**src/sv/nbt_pkg.sv**
```systemverilog
// ----------------------------------------------------------------------------
// nbt_pkg
// Shared types, codes and constants of the neighbor table.
// ----------------------------------------------------------------------------
package nbt_pkg;

    localparam int unsigned CAPACITY_DEF = 16;
    localparam logic [31:0] TIMEOUT_RESET = 32'd3000;

    // input commands
    localparam logic [1:0] CMD_HELLO = 2'd0;
    localparam logic [1:0] CMD_SWEEP = 2'd1;
    localparam logic [1:0] CMD_LIST  = 2'd2;
    localparam logic [1:0] CMD_NONE  = 2'd3;

    // result status codes
    localparam logic [1:0] STATUS_REFRESHED = 2'd0;
    localparam logic [1:0] STATUS_ADDED     = 2'd1;
    localparam logic [1:0] STATUS_EVICTED   = 2'd2;
    localparam logic [1:0] STATUS_SUMMARY   = 2'd3;

    typedef struct packed {
        logic [1:0]  cmd;
        logic [31:0] address;
        logic [31:0] now;
    } in_item_t;

    typedef struct packed {
        logic [1:0]  status;
        logic [31:0] neighbor_address;
        logic        entry_valid;
        logic [6:0]  removed_count;
        logic        last;
    } out_item_t;

    typedef enum logic [2:0] {
        ST_IDLE,
        ST_SEARCH,
        ST_HELLO,
        ST_SWEEP,
        ST_LIST,
        ST_SUMMARY
    } state_t;

    // controller -> datapath
    typedef struct packed {
        logic load;          // latch item, arm pass counter
        logic search;        // compare address against table
        logic hello_wr;      // remove/evict, append, emit hello result
        logic rotate;        // pop head, re-append if kept
        logic list_mode;     // rotate keeps every entry and emits it
        logic emit_summary;  // emit sweep or empty-list result
    } ctrl_t;

    // datapath -> controller
    typedef struct packed {
        logic rem_zero;
        logic rem_one;
        logic out_free;
    } stat_t;

endpackage

```
**src/sv/nbt_ctrl.sv**
```systemverilog
// ----------------------------------------------------------------------------
// nbt_ctrl
// Command sequencer: picks the pass for each item and paces it on the
// result slot.
// ----------------------------------------------------------------------------
module nbt_ctrl (
    input  logic            aclk,
    input  logic            aresetn,
    input  logic            s_valid,
    input  logic [1:0]      s_cmd,
    input  nbt_pkg::stat_t  stat,
    output nbt_pkg::ctrl_t  ctrl,
    output logic            s_ready
);

    nbt_pkg::state_t state_reg, state_next;

    always_ff @(posedge aclk) begin
        if (!aresetn) begin
            state_reg <= nbt_pkg::ST_IDLE;
        end else begin
            state_reg <= state_next;
        end
    end

    always_comb begin
        state_next = state_reg;
        unique case (state_reg)
            nbt_pkg::ST_IDLE: begin
                if (s_valid) begin
                    unique case (s_cmd)
                        nbt_pkg::CMD_HELLO: state_next = nbt_pkg::ST_SEARCH;
                        nbt_pkg::CMD_SWEEP: state_next = nbt_pkg::ST_SWEEP;
                        nbt_pkg::CMD_LIST:  state_next = nbt_pkg::ST_LIST;
                        default:            state_next = nbt_pkg::ST_IDLE;
                    endcase
                end
            end
            nbt_pkg::ST_SEARCH: state_next = nbt_pkg::ST_HELLO;
            nbt_pkg::ST_HELLO: begin
                if (stat.out_free) state_next = nbt_pkg::ST_IDLE;
            end
            nbt_pkg::ST_SWEEP: begin
                if (stat.rem_zero) state_next = nbt_pkg::ST_SUMMARY;
            end
            nbt_pkg::ST_LIST: begin
                if (stat.rem_zero) begin
                    state_next = nbt_pkg::ST_SUMMARY;
                end else if (stat.out_free && stat.rem_one) begin
                    state_next = nbt_pkg::ST_IDLE;
                end
            end
            nbt_pkg::ST_SUMMARY: begin
                if (stat.out_free) state_next = nbt_pkg::ST_IDLE;
            end
            default: state_next = nbt_pkg::ST_IDLE;
        endcase
    end

    always_comb begin
        ctrl    = '0;
        s_ready = 1'b0;
        unique case (state_reg)
            nbt_pkg::ST_IDLE: begin
                s_ready   = 1'b1;
                ctrl.load = s_valid;
            end
            nbt_pkg::ST_SEARCH: ctrl.search = 1'b1;
            nbt_pkg::ST_HELLO:  ctrl.hello_wr = stat.out_free;
            nbt_pkg::ST_SWEEP:  ctrl.rotate = !stat.rem_zero;
            nbt_pkg::ST_LIST: begin
                ctrl.rotate    = !stat.rem_zero && stat.out_free;
                ctrl.list_mode = 1'b1;
            end
            nbt_pkg::ST_SUMMARY: ctrl.emit_summary = stat.out_free;
            default: ctrl = '0;
        endcase
    end

endmodule

```
**src/sv/nbt_datapath.sv**
```systemverilog
// ----------------------------------------------------------------------------
// nbt_datapath
// Neighbor table storage, address compare, head aging test and result
// register.
// ----------------------------------------------------------------------------
module nbt_datapath #(
    parameter int unsigned CAPACITY = nbt_pkg::CAPACITY_DEF
) (
    input  logic                aclk,
    input  logic                aresetn,
    input  nbt_pkg::in_item_t   s_data,
    input  logic                cfg_wr_en,
    input  logic [31:0]         cfg_wr_data,
    input  logic                m_ready,
    input  nbt_pkg::ctrl_t      ctrl,
    output nbt_pkg::stat_t      stat,
    output logic                m_valid,
    output nbt_pkg::out_item_t  m_data
);

    localparam int unsigned CW = $clog2(CAPACITY + 1);
    localparam int unsigned IW = $clog2(CAPACITY);

    logic [31:0]        ent_addr_reg [CAPACITY];
    logic [31:0]        ent_seen_reg [CAPACITY];
    logic [31:0]        ent_addr_next [CAPACITY];
    logic [31:0]        ent_seen_next [CAPACITY];
    logic [CW-1:0]      count_reg, count_next;
    logic [CW-1:0]      rem_reg, rem_next;
    logic [CW-1:0]      removed_reg, removed_next;
    logic [31:0]        timeout_reg;
    nbt_pkg::in_item_t  item_reg;
    logic               found_reg;
    logic [IW-1:0]      idx_reg;
    logic               out_valid_reg, out_valid_next;
    nbt_pkg::out_item_t out_reg, out_next;

    logic [CAPACITY-1:0] match;
    logic [CAPACITY-1:0] first;
    logic [IW-1:0]       first_idx;
    logic                full;
    logic                rm_valid;
    logic [CW-1:0]       rm_idx;
    logic [CW-1:0]       tail;
    logic [31:0]         elapsed;
    logic                keep;
    logic [1:0]          hello_status;

    assign full = (count_reg == CW'(CAPACITY));

    always_comb begin
        for (int k = 0; k < CAPACITY; k++) begin
            match[k] = (CW'(k) < count_reg) && (ent_addr_reg[k] == item_reg.address);
        end
    end

    assign first = match & (~match + 1'b1);

    always_comb begin
        first_idx = '0;
        for (int k = 0; k < CAPACITY; k++) begin
            if (first[k]) first_idx = first_idx | IW'(k);
        end
    end

    assign rm_valid = found_reg || full;
    assign rm_idx   = found_reg ? CW'(idx_reg) : '0;
    assign tail     = rm_valid ? count_reg - 1'b1 : count_reg;

    assign elapsed = item_reg.now - ent_seen_reg[0];
    assign keep    = ctrl.list_mode || (elapsed < timeout_reg);

    always_comb begin
        if (found_reg) begin
            hello_status = nbt_pkg::STATUS_REFRESHED;
        end else if (full) begin
            hello_status = nbt_pkg::STATUS_EVICTED;
        end else begin
            hello_status = nbt_pkg::STATUS_ADDED;
        end
    end

    // table update: hello removes and appends, rotate pops the head
    always_comb begin
        for (int k = 0; k < CAPACITY; k++) begin
            ent_addr_next[k] = ent_addr_reg[k];
            ent_seen_next[k] = ent_seen_reg[k];
        end
        count_next = count_reg;
        if (ctrl.hello_wr) begin
            for (int k = 0; k < CAPACITY - 1; k++) begin
                if (rm_valid && CW'(k) >= rm_idx) begin
                    ent_addr_next[k] = ent_addr_reg[k + 1];
                    ent_seen_next[k] = ent_seen_reg[k + 1];
                end
            end
            for (int k = 0; k < CAPACITY; k++) begin
                if (CW'(k) == tail) begin
                    ent_addr_next[k] = item_reg.address;
                    ent_seen_next[k] = item_reg.now;
                end
            end
            count_next = tail + 1'b1;
        end else if (ctrl.rotate) begin
            for (int k = 0; k < CAPACITY - 1; k++) begin
                ent_addr_next[k] = ent_addr_reg[k + 1];
                ent_seen_next[k] = ent_seen_reg[k + 1];
            end
            for (int k = 0; k < CAPACITY; k++) begin
                if (keep && CW'(k) == count_reg - 1'b1) begin
                    ent_addr_next[k] = ent_addr_reg[0];
                    ent_seen_next[k] = ent_seen_reg[0];
                end
            end
            if (!keep) count_next = count_reg - 1'b1;
        end
    end

    always_comb begin
        rem_next     = rem_reg;
        removed_next = removed_reg;
        if (ctrl.load) begin
            rem_next     = count_reg;
            removed_next = '0;
        end else if (ctrl.rotate) begin
            rem_next = rem_reg - 1'b1;
            if (!keep) removed_next = removed_reg + 1'b1;
        end
    end

    always_comb begin
        out_next       = out_reg;
        out_valid_next = out_valid_reg && !m_ready;
        if (ctrl.hello_wr) begin
            out_valid_next = 1'b1;
            out_next       = '{status: hello_status, neighbor_address: '0,
                               entry_valid: 1'b0, removed_count: '0, last: 1'b1};
        end else if (ctrl.rotate && ctrl.list_mode) begin
            out_valid_next = 1'b1;
            out_next       = '{status: nbt_pkg::STATUS_SUMMARY,
                               neighbor_address: ent_addr_reg[0], entry_valid: 1'b1,
                               removed_count: '0, last: (rem_reg == CW'(1))};
        end else if (ctrl.emit_summary) begin
            out_valid_next = 1'b1;
            out_next       = '{status: nbt_pkg::STATUS_SUMMARY, neighbor_address: '0,
                               entry_valid: 1'b0, removed_count: 7'(removed_reg),
                               last: 1'b1};
        end
    end

    always_ff @(posedge aclk) begin
        if (!aresetn) begin
            count_reg     <= '0;
            rem_reg       <= '0;
            out_valid_reg <= 1'b0;
            timeout_reg   <= nbt_pkg::TIMEOUT_RESET;
        end else begin
            count_reg     <= count_next;
            rem_reg       <= rem_next;
            out_valid_reg <= out_valid_next;
            if (cfg_wr_en) timeout_reg <= cfg_wr_data;
        end
    end

    always_ff @(posedge aclk) begin
        for (int k = 0; k < CAPACITY; k++) begin
            ent_addr_reg[k] <= ent_addr_next[k];
            ent_seen_reg[k] <= ent_seen_next[k];
        end
        removed_reg <= removed_next;
        out_reg     <= out_next;
        if (ctrl.load) item_reg <= s_data;
        if (ctrl.search) begin
            found_reg <= |match;
            idx_reg   <= first_idx;
        end
    end

    assign stat.rem_zero = (rem_reg == '0);
    assign stat.rem_one  = (rem_reg == CW'(1));
    assign stat.out_free = !out_valid_reg || m_ready;

    assign m_valid = out_valid_reg;
    assign m_data  = out_reg;

endmodule

```
**src/sv/neighbor_table_with_aging_unit.sv**
```systemverilog
// ----------------------------------------------------------------------------
// neighbor_table_with_aging_unit
// Ordered neighbor table, oldest first, with hello refresh, timeout sweep
// and in-order listing.
// ----------------------------------------------------------------------------
//
//  Channel  Ports                     Beat
//  -------  ------------------------  -------------------------------------
//  input    s_valid s_ready s_data    one command: hello, sweep or list
//  result   m_valid m_ready m_data    one result; a list gives one per entry
//  config   cfg_wr_en cfg_wr_data     timeout_ticks, taken on the same edge
//
//  One item at a time. Hello: accept, parallel address compare, then
//  shift-and-append. Sweep: one entry aged per cycle by rotating the
//  table head through a single subtract/compare, then a move to the
//  summary state, which emits the summary. List: one entry per cycle
//  from the table head while the result slot is free; an empty table goes straight to the summary state.
//  Result register decouples the sides; a stalled m_ready holds a hello, list or summary, not a sweep.
//  Reset empties the table at once; no clearing pass. Command code 3 drops.
//
module neighbor_table_with_aging_unit #(
    parameter int unsigned CAPACITY = nbt_pkg::CAPACITY_DEF
) (
    input  logic                aclk,
    input  logic                aresetn,
    input  logic                s_valid,
    output logic                s_ready,
    input  nbt_pkg::in_item_t   s_data,
    output logic                m_valid,
    input  logic                m_ready,
    output nbt_pkg::out_item_t  m_data,
    input  logic                cfg_wr_en,
    input  logic [31:0]         cfg_wr_data
);

    // command and status between sequencer and table
    nbt_pkg::ctrl_t ctrl;
    nbt_pkg::stat_t stat;

    // sequencer: one pass per item, paced on the result slot
    nbt_ctrl u_ctrl (
        .aclk    (aclk),
        .aresetn (aresetn),
        .s_valid (s_valid),
        .s_cmd   (s_data.cmd),
        .stat    (stat),
        .ctrl    (ctrl),
        .s_ready (s_ready)
    );

    // table, compare, aging test and result register
    nbt_datapath #(
        .CAPACITY (CAPACITY)
    ) u_datapath (
        .aclk        (aclk),
        .aresetn     (aresetn),
        .s_data      (s_data),
        .cfg_wr_en   (cfg_wr_en),
        .cfg_wr_data (cfg_wr_data),
        .m_ready     (m_ready),
        .ctrl        (ctrl),
        .stat        (stat),
        .m_valid     (m_valid),
        .m_data      (m_data)
    );

endmodule

```
**config.mk**
```make
export PLATFORM = sky130hd
export DESIGN_NAME = neighbor_table_with_aging_unit
export DESIGN_NICKNAME = d
export VERILOG_FILES = /design/src/sv/nbt_pkg.sv /design/src/sv/nbt_ctrl.sv /design/src/sv/nbt_datapath.sv /design/src/sv/neighbor_table_with_aging_unit.sv
export SDC_FILE = /design/constraint.sdc
export NUM_CORES = 2
export LEC_CHECK = 0
export BUFFER_PORTS_ARGS = -buffer_cell sky130_fd_sc_hd__clkbuf_2
export CAP_MARGIN = 10
export CORE_MARGIN = 1
export CORE_UTILIZATION = 30
export CTS_CLUSTER_DIAMETER = 50
export DETAILED_ROUTE_END_ITERATION = 8
export SYNTH_ARGS = -nofsm -noshare
export SYNTH_HDL_FRONTEND = slang
export SYNTH_HIERARCHICAL = 1
export SYNTH_SLANG_ARGS = --single-unit
```
**constraint.sdc**
```tcl
create_clock -name aclk -period 15.6 [get_ports aclk]
set_input_delay 0.78 -clock aclk [delete_from_list [all_inputs] [get_ports aclk]]
set_output_delay 0.78 -clock aclk [all_outputs]
set_load 0.02 [all_outputs]
```
* Word level (Yosys, flattened, before mapping)
Memories as Yosys holds them, arrays and structs flattened. Cells that the tools add are included.
Storage, ports and cells: bits in registers 161, bits in latches 0, RAM bits 1024, bits in read-only memories 0, input bits 103, output and inout bits 45, logic and storage cells 334, memories 2
Cells by class: $add $sub $neg 6, multiply operators 0, divide/modulo/power cells 0, magnitude comparators 32, equality and inequality tests 60, shifts and indexed selects 0, muxes and demuxes 138, bitwise operators 3, reductions and logical operators 75
Memory list:
- u_datapath.ent_addr_reg | words 16, bits a word 32, rd ports 16, clocked after memory_dff 0, wr ports 16, RTL line nbt_datapath.sv:24 | logic [31:0] ent_addr_reg [CAPACITY];
- u_datapath.ent_seen_reg | words 16, bits a word 32, rd ports 16, clocked after memory_dff 0, wr ports 16, RTL line nbt_datapath.sv:25 | logic [31:0] ent_seen_reg [CAPACITY];
Operator list (count):
- 32-bit two-way mux | 94
- 512-bit two-way mux | 4
- 32-bit == test | 16
- 43-bit two-way mux | 3
- 4-bit by 5-bit == test with 1-bit output, first input constant | 16
- 1-bit logical AND | 51
- 3-bit by 5-bit == test with 1-bit output, first input constant | 8
- 4-bit by 5-bit less-than comparator with 1-bit output, first input constant | 8
- 4-bit by 5-bit greater-or-equal comparator with 1-bit output, first input constant | 7
- 32-bit less-than comparator | 1
- 32-bit subtractor | 1
- 5-bit two-way mux | 6
- 3-bit two-way mux | 9
- 2-bit by 5-bit == test with 1-bit output, first input constant | 4
- 3-bit by 5-bit greater-or-equal comparator with 1-bit output, first input constant | 4
- 3-bit by 5-bit less-than comparator with 1-bit output, first input constant | 4
- 16-bit by 1-bit adder with 16-bit output, second input constant | 1
- 16-bit bitwise AND | 1
- 16-bit NOT | 1
- 16-bit OR reduction | 1
- 5-bit logical NOT | 3
- 3-bit case mux with 5 select lines | 1
- 1-bit two-way mux | 12
- 2-bit two-way mux | 6
- 32 further kinds | 52

* Depth between registers and ports, before layout
An unclocked memory read counts as a cell.
word-level depth 17, depth in mapped cells 26, gate-level depth less buffers 23

* By module
Netlist, hierarchy kept.
Modules (own cells, without submodules):
- nbt_datapath | times used 1, cells each 6103, area an instance 76532.2 um^2, seq. area each 34623.2 um^2
- nbt_ctrl | times used 1, cells each 42, area an instance 356.6 um^2, seq. area each 60.1 um^2

* Worst setup path after synthesis
No wires, ideal clock.
path type reg-to-reg, from register u_datapath/item_reg[0] (netlist name), to memory u_datapath.ent_addr_reg[15][0] (netlist: u_datapath/ent_addr_reg[1][224]), enable pin, library setup time 0.661 ns, arrival 10.199 ns, data required time 14.939 ns, slack 4.740 ns, cell stages (with the launch flop) 22, buffers on the path 1, clock period less this slack 10.860 ns, cell sequence edfxtp_1 > inv_1 > ha_1 > inv_1 > fa_1 > a211oi_1 > nor4_1 > o21bai_1 > a21boi_1 > o21ai_1 > a31oi_1 > a211o_1 > a21oi_1 > xnor2_1 > ha_1 > nor2b_1 > o21ai_0 > o211ai_1 > o21bai_1 > buf_2 > nand2_1 > o41ai_1
RTL lines (RTL line):
- to (decl) | nbt_datapath.sv:24

==> results.cfg <==
[run_status]
status = finished clean

[critical_path]
reg2regPathDepth = 24
required_ps = 16140
crit_type = flip-flop to flip-flop
worst_ep_arrival_time_ps = 9210
critPathMaxFanout = 43
timing.rr.start = u_datapath/item_reg[0]$_DFFE_PP_
crit_start = u_datapath/item_reg[0]$_DFFE_PP_
end_kind = flip-flop
timing.rr.end = u_datapath/ent_addr_reg[1][221]$_DFFE_PP_
startpoint_type = flip-flop
rrSetupSlack_ps = 6930

[drt]
antenna_left = 0
routed_wl_mm = 255
viasPerCell = 5.36
wl_per_cell_um = 26.7
drc = 0
vias = 51000
first_iter_violations = 4021
first_pass_iters = 6

[global_route]
grt_max_degree = 158
grt_pass1_wl_mm = 368
grt_use_total = 0.193
use_met3 = 0.0273
grt_pass1_vias = 52300
overflow = 0
top_usage_layer = met2
grt.met2_usage = 0.327
use_met1 = 0.239
antenna_found_initial = 9

[min_path]
hold_path_class = input pin to flip-flop
holdPathEnd = u_datapath/item_reg[15]$_DFFE_PP_
hold_depth = 1
holdCritStartpoint = s_data[15]

[finish]
nets = 6196
drive_gt1_frac = 0.113
syn2layout_area_growth_pct = 12.2
fill_cells = 24900

[yosys]
synth_seq_area_share = 0.451
ys_types = 84
synthesis.area_sq_um = 76900
synth-xor-area-share = 0.0630
syn-mean-instance-area_sq_um = 12.5
synth_edf_count = 1095
yosys.area_share.simple = 0.0369
synthAdderAreaFrac = 0.0128
synthTopCellsByCount = mux2i_1 (2,722), edfxtp_1 (1,095), clkbuf_1 (328)
ys_ff_latch = 1185
synth_compound_area_frac = 0.0233
synthMuxAreaShare = 0.369
synth.area.top_cells = edfxtp_1 (43%), mux2i_1 (35%), xor2_1 (3.3%)
post-synth-top-count-cell = mux2i_1
ys_warn_count = 6
async_flop_share = 0
synth_top_flop_cell = edfxtp_1
synth_top_cell_by_area = edfxtp_1
synth_top_area_frac = 0.428
syn_inst = 6145
synth_top_family_by_area = multiplexers

[timing]
relSlewSlack = 0.129
worst_slew_pin_slew_ps = 1310
finalHoldViolations = 0
finClkSkew_ps = 67.7
fin_crit_ps = 8670
slew_violations = 0
setup_viol = 0
max_freq_mhz = 115
fin_tns_setup_ps = 0
rsz0062_at_grt = false
period_share = 0.556

[die]
coreArea_sq_um = 254000
die_w_um = 508
ioPinCount = 148
rows = 185
start_util = 0.302
die_y_um = 508
die_area_sq_um = 258000

[placement]
gp_congestion = 0.898
hpwlAfterDp_mm = 165
portBuffers = 145

[clock_tree]
cts_hold_buf = 0
postCtsSetupBuffers = 0
numCtsBuffers = 165
insertion_delay_ps = 870
cts.sinks = 1185
cts_tree = yes
clock-root-buffer = clkbuf_16
cts_buffer_depth = 3
cts_max_level = 4
cts-resized-gates = 0
path_clk_slew_ps = 60

[power]
pwr_density_cell_nw_per_um2 = 122
cellLeakagePower_nw = 32.6
finalPower_mw = 10.5
ir_worst_vdd_v = 0.000119

[flow_run]
cap_violations = 0
[stage by stage]
step	utilization	setup slack [ps]	area [sq um]	cells	hold slack (ps)
2_1_floorplan	-	4740	76900	6146	461
6_report	0.339	6930	86300	9521	85.8
3_3_place_gp	0.317	7070	80500	9211	461
4_1_cts	0.339	6980	86200	9517	31.8
5_1_grt	0.339	6760	86300	9521	37.8
3_5_place_dp	0.317	7080	80500	9211	466
[worst max-delay path: stages, from the launching register on]
cell	delay (ps)
edfxtp_1	710
inv_1	140
ha_1	320
inv_1	120
fa_1	260
a211oi_1	130
nor4_1	430
o21bai_1	140
a21boi_1	550
o21ai_1	260
a31oi_1	390
a211o_1	200
a21oi_1	80
xnor2_1	150
ha_1	290
nand4_1	120
nor2_1	180
nand4_1	180
nor4b_2	780
o221ai_4	680
nand4b_1	330
buf_4	500
buf_4	880
mux2i_1	300
mux2i_1	90
[where the power goes]
group          leakage, nW  internal [mW]  switching (mW)
registers             10.7           3.92           0.294
logic                 19.1          0.881            1.44
clock network         2.76           2.32            1.62
total                 32.6           7.13            3.36
[layout by cell type, fill, tap and decap left out, types with 29 or more instances in the layout]
master     count
mux2i_1     2722
edfxtp_1    1095
xor2_1       293
xnor2_1      260
buf_4        169
clkbuf_16    167
clkbuf_2     146
nand2_1      106
dfxtp_1       90
nor4_1        83
inv_1         80
ha_1          77
nand4_1       72
nor2_1        69
a21oi_1       61
mux2_1        54
o21ai_0       52
mux2_2        44
nand3_1       36
nor2b_1       36
a22o_1        31
clkinv_2      30
nor3_1        29
[kinds of logic (layout without fill, tap and decap cells)]
| logic type | count (synthesis) | after routing |
|---|---|---|
| and+or+nand+nor | 536 | 536 |
| DFF | 1185 | 1185 |
| AOI/OAI and AO/OA | 269 | 269 |
| adders and majority gates | 78 | 78 |
| muxes | 2822 | 2822 |
| xor gates and xnor gates | 553 | 553 |
| buffers and inverters | 701 | 709 |
| other | 1 | 3 |
[layer usage]
layer | wire length [um] | vias up
met5 | 0 | -
met4 | 13200 | 0
met3 | 11800 | 490
met2 | 122000 | 1517
met1 | 107000 | 26400
li1 | - | 22700
[cell type report]
class | count | area [sq um] | share of cell area
Antenna cell | 1 | 2.50 | 0.0000290
Clock buffer | 192 | 4290 | 0.0498
Clock inverter | 114 | 1380 | 0.0160
Inverter | 84 | 315 | 0.00365
Multi-Input combinational cell | 4260 | 39300 | 0.456
Sequential cell | 1185 | 34700 | 0.402
Tap cell | 3366 | 4210 | 0.0488
Timing Repair Buffer | 319 | 2090 | 0.0242
[worst max-delay path by stage]
stage / endpoint / slack (ps) / cells past startpoint
after floorplan: u_datapath/ent_addr_reg[1][224]$_DFFE_PP_ / 4740 / 21
after global placement: u_datapath/ent_addr_reg[1][207]$_DFFE_PP_ / 7070 / 24
after detailed placement: u_datapath/ent_addr_reg[1][207]$_DFFE_PP_ / 7080 / 24
after CTS: u_datapath/ent_addr_reg[1][221]$_DFFE_PP_ / 6980 / 24
after global routing: u_datapath/ent_addr_reg[1][211]$_DFFE_PP_ / 6760 / 24
final: u_datapath/ent_addr_reg[1][221]$_DFFE_PP_ / 6930 / 24
Note: power is estimated with default switching activity, not from simulation.
